### config.mk
export PLATFORM = sky130hd
export DESIGN_NAME = tclt_ctrl
export DESIGN_NICKNAME = d
export VERILOG_FILES = /design/src/tclt_pkg.sv /design/src/tclt_ctrl.sv
export SDC_FILE = /design/constraint.sdc
export NUM_CORES = 1
export LEC_CHECK = 0
export ABC_AREA = 1
export BUFFER_PORTS_ARGS = -buffer_cell sky130_fd_sc_hd__buf_2
export CAP_MARGIN = 15
export CORE_AREA = 2 2 39 41
export CTS_BUF_LIST = sky130_fd_sc_hd__clkbuf_8
export DETAILED_ROUTE_END_ITERATION = 10
export DIE_AREA = 0 0 41 43
export REMOVE_ABC_BUFFERS = 1
export SETUP_SLACK_MARGIN = 0.2
export SLEW_MARGIN = 20
export SYNTH_ARGS = -nofsm -noshare
export SYNTH_HDL_FRONTEND = slang
export SYNTH_SLANG_ARGS = --single-unit
### constraint.sdc
create_clock -name clk -period 1.4 [get_ports clk]
set_input_delay 0.28 -clock clk [delete_from_list [all_inputs] [get_ports clk]]
set_output_delay 0.28 -clock clk [all_outputs]
set_load 0.1 [all_outputs]
### src/tclt_pkg.sv
// Package for the TCP connection lifetime tracker.
// Holds the protocol codes, field widths and the controller/datapath interface structs.
// No dependencies.
package tclt_pkg;

    // Table size default for the top level parameter.
    localparam int DEF_TABLE_ENTRIES = 128;

    // Protocol and socket state codes.
    localparam logic [7:0] PROTO_TCP     = 8'd6;
    localparam logic [3:0] SOCK_SYN_SENT = 4'd2;
    localparam logic [3:0] SOCK_SYN_RECV = 4'd3;
    localparam logic [3:0] SOCK_CLOSE    = 4'd7;

    // Field widths.
    localparam int KEY_W  = 64;
    localparam int TIME_W = 64;
    localparam int ADDR_W = 32;
    localparam int PORT_W = 16;
    localparam int CNT_W  = 64;
    localparam int DUR_W  = 55;

    // Nanoseconds to microseconds: long division by a constant, one 16-bit digit per step.
    // Each digit quotient comes from a reciprocal multiply that is exact for every
    // partial dividend below 2**26, so the multiply stays near 26 by 27 bits.
    localparam int                 NS_PER_US   = 1000;
    localparam int                 REM_W       = 10;
    localparam int                 DIGIT_W     = 16;
    localparam int                 DIG_NUM_W   = REM_W + DIGIT_W;
    localparam int                 RECIP_W     = 27;
    localparam int                 RECIP_SHIFT = 36;
    localparam logic [RECIP_W-1:0] RECIP_MUL   = 27'd68719477;
    localparam int                 DIG_PROD_W  = DIG_NUM_W + RECIP_W;
    localparam int                 DIV_STEPS   = TIME_W / DIGIT_W;
    localparam int                 DIV_CNT_W   = $clog2(DIV_STEPS + 1);

    // One table entry as stored in memory.
    typedef struct packed {
        logic              initiator;
        logic [TIME_W-1:0] start_ns;
        logic [KEY_W-1:0]  key;
    } entry_t;

    // Commands from the controller to the datapath.
    typedef struct packed {
        logic accept;
        logic scan_step;
        logic div_start;
        logic div_step;
        logic commit;
    } ctl_cmd_t;

    // Status from the datapath to the controller.
    typedef struct packed {
        logic in_relevant;
        logic is_open;
        logic scan_done;
        logic found;
        logic div_done;
        logic out_free;
    } dp_status_t;

endpackage

### src/tclt_ctrl.sv
// Controller state machine of the TCP connection lifetime tracker.
// Sequences accept, table scan, duration division and result commit.
// Depends on tclt_pkg.
module tclt_ctrl
    import tclt_pkg::*;
(
    input  logic       clk,
    input  logic       rst_n,
    input  logic       in_valid,
    input  dp_status_t status,
    output ctl_cmd_t   cmd,
    output logic       in_stall
);

    localparam logic [1:0] ST_IDLE = 2'd0;
    localparam logic [1:0] ST_SCAN = 2'd1;
    localparam logic [1:0] ST_DIV  = 2'd2;
    localparam logic [1:0] ST_EMIT = 2'd3;

    logic [1:0] state_reg;
    logic [1:0] state_next;

    // Next state and command decode.
    always_comb
    begin
        state_next = state_reg;
        cmd        = '0;
        case (state_reg)
            ST_IDLE:
            begin
                cmd.accept = in_valid;
                if (in_valid && status.in_relevant)
                begin
                    state_next = ST_SCAN;
                end
            end
            ST_SCAN:
            begin
                if (!status.scan_done)
                begin
                    cmd.scan_step = 1'b1;
                end
                else if (status.is_open)
                begin
                    state_next = ST_EMIT;
                end
                else if (status.found)
                begin
                    cmd.div_start = 1'b1;
                    state_next    = ST_DIV;
                end
                else
                begin
                    state_next = ST_IDLE;
                end
            end
            ST_DIV:
            begin
                if (!status.div_done)
                begin
                    cmd.div_step = 1'b1;
                end
                else
                begin
                    state_next = ST_EMIT;
                end
            end
            ST_EMIT:
            begin
                if (status.out_free)
                begin
                    cmd.commit = 1'b1;
                    state_next = ST_IDLE;
                end
            end
            default:
            begin
                state_next = ST_IDLE;
            end
        endcase
    end

    // Items are taken only while no other item is in flight.
    assign in_stall = (state_reg != ST_IDLE);

    always_ff @(posedge clk or negedge rst_n)
    begin
        if (!rst_n)
        begin
            state_reg <= ST_IDLE;
        end
        else
        begin
            state_reg <= state_next;
        end
    end

endmodule

==> key figures <==
Global routing
  • First-pass GRT wire length: 903 µm
  • Antenna violations before repair: 0
  • Vias in the first global route: 272
  • Largest net degree at the start of global routing: 6
  • Gr ovfl total: 0
  • Total GRT Usage: 7.83%

STA
  • Slew HR: 88.5%
  • Slew @ Worst Pin: 172 ps
  • Final period util: 101%
  • Max Transition Viols Final: 0
  • Minimum clock period: 1420 ps
  • Hold Vio Cnt, Final: 0
  • Max Clock Skew: 2.52 ps
  • Setup TNS: -29.3 ps
  • Final setup vio count: 2
  • Unrepaired setup endpoints after global routing: true
  • Setup ws final: -18.9 ps
  • Fin Hold WS: 385 ps
  • Max frequency: 705 MHz

Power and ir drop
  • Leakage: 0.277 nW
  • VDD IR max: 1.01 mV
  • Pwr/cell area: 2700 nW/µm²

Setup path
  • Crit path kind: register to output port
  • Critical path depth: 4
  • Cell family with most CP delay: flip-flops
  • CP Max Fanout: 4
  • R2R Setup Slk: 210 ps
  • Worst endpoint required time: 1120 ps
  • Worst EP arrival: 1140 ps
  • Worst Path Buf+Inv: 2
  • Worst-path cell chain: inv_2 > nand2_4 > nor3_4 > buf_12
  • Reg2Reg Depth: 8
  • Worst path slowest cell: dfrtp_1
  • Setup crit start kind: register
  • Endpoint type of the worst setup path: output port
  • Highest cell delay on the worst timing path: 390 ps

Place
  • Post-place setup slack: 65.4 ps
  • Dpl hpwl: 403 µm
  • # port buffers: 14
  • Placer Congestion: 0.714

Final layout
  • Nets: 69
  • Antenna Cells: 0
  • Area occupied by multi-input gates: 149 µm²
  • Layout area overhead: 180%
  • Commonest non-fill, non-tap cell in the layout: nand2_1
  • Ratio of cells with drive above 1 in the final layout: 67.2%
  • Most frequent cells in the layout: 10 x nand2_1, 8 x buf_2, 6 x inv_2, 6 x buf_12, 5 x buf_4
  • Fill cells: 143
  • Storage cell area: 51.3 µm²

Logic synthesis
  • Post-synthesis cell count: 34
  • Synthesized area per cell: 5.41 µm²
  • Post-Syn Area: 184 µm²
  • Flops & latches, synth: 2
  • Seq/Total Area, Yosys: 27.2%
  • Count of yosys warnings during synthesis: 0
  • Unique masters post-synth: 10

Clocking
  • CTS clock-pin slew for the worst setup and hold paths: 30 ps
  • Htree depth: 1
  • Total CTS buffers: 3
  • Clock root buffer: clkbuf_8
  • TritonCTS clock tree: built
  • Clock Sinks: 2
  • Clk_lat worst skew: 210 ps
  • Buffers from clock root to sink, at most: 2

Worst hold path
  • Hold WC Path Type: input pin to asynchronous set/reset pin

Drt
  • Vias: 293
  • DRT Wirelength: 626 µm
  • DRC Markers: 0
  • Drt pass-1 iters: 2
  • Vias per cell: 3.96
  • Drt first-iter violations: 1
  • Antenna viol nets, final: 0
  • WL/cell: 8.46 µm

Die
  • Die X: 41 µm
  • Starting Density: 13.3%
  • Row count: 14
  • Core Area: 1380 µm²
  • Die area: 1760 µm²
  • Boundary Pins: 15
  • Die extent in y: 43 µm

Run
  • Maxcap violations: 0

Outcome
  • Status: complete, but fails checks
  • Failing checks: negative setup slack
[layer usage]
metal	wire length (µm)	vias up	GRT usage [%]
met4	17	0	8.00
met5	0	-	0
met3	33	2	0
met2	333	11	13.1
li1	-	149	-
met1	241	131	7.72
[what timing repair did]
action	4_1_cts	5_1_grt
cloned	0	0
hold endpoints to repair	2	0
setup buffers	3	1
pin swaps	3	3
hold buffers	1	0
endpoints found under the setup margin	6	7
gates resized for setup	11	5
[through the flow]
stage / area, µm² / power (W) / utilization [%] / instances
2_1_floorplan: 184 / 0.000661 / - / 34
3_3_place_gp: 379 / 0.000957 / 27.4 / 66
3_5_place_dp: 379 / 0.000960 / 27.4 / 66
4_1_cts: 483 / 0.00132 / 34.9 / 73
5_1_grt: 514 / 0.00146 / 37.2 / 74
6_report: 514 / 0.00139 / 37.2 / 74
[final cells by class]
class | count | share of cell area (%)
flip-flops and latches | 2 | 9.98
multi-input cells | 23 | 29.0
repair buffers | 21 | 42.6
well taps | 16 | 3.89
inverters | 9 | 6.57
clock buffers | 3 | 8.03
[worst max path at each step]
stage	from	endpoint	slack, ps
6_report	register	cmd[2]	-20
5_1_grt	register	cmd[2]	-70
4_1_cts	register	cmd[2]	-60
3_5_place_dp	register	cmd[2]	70
3_3_place_gp	register	cmd[2]	90
2_1_floorplan	register	cmd[2]	-1450
[cell usage after synthesis]
cell type	count	area, µm²
inv_2	3	11.3
nand2_1	11	41.3
inv_1	6	22.5
nor3_1	2	10.0
nor2_1	4	15.0
o211ai_1	1	7.51
nand3_1	3	15.0
nor2_2	1	6.26
dfrtp_1	2	50.1
a21oi_1	1	5.00
[cells by family after synthesis]
logic type / count (synthesis) / share of synthesized area (%)
buffers and inverters: 9 / 18.4
AO/OA/AOI/OAI: 2 / 6.80
flip-flops: 2 / 27.2
AND/OR/NAND/NOR: 21 / 47.6
[report_power, final]
group | switching, W | internal [W] | total (W) | leakage [nW]
Combinational | 0.000637 | 0.000397 | 0.00103 | 0.232
Clock | 0.0000489 | 0.000182 | 0.000231 | 0.0216
Sequential | 0.0000340 | 0.0000915 | 0.000126 | 0.0226
Note: power is estimated with default switching activity, not from simulation.
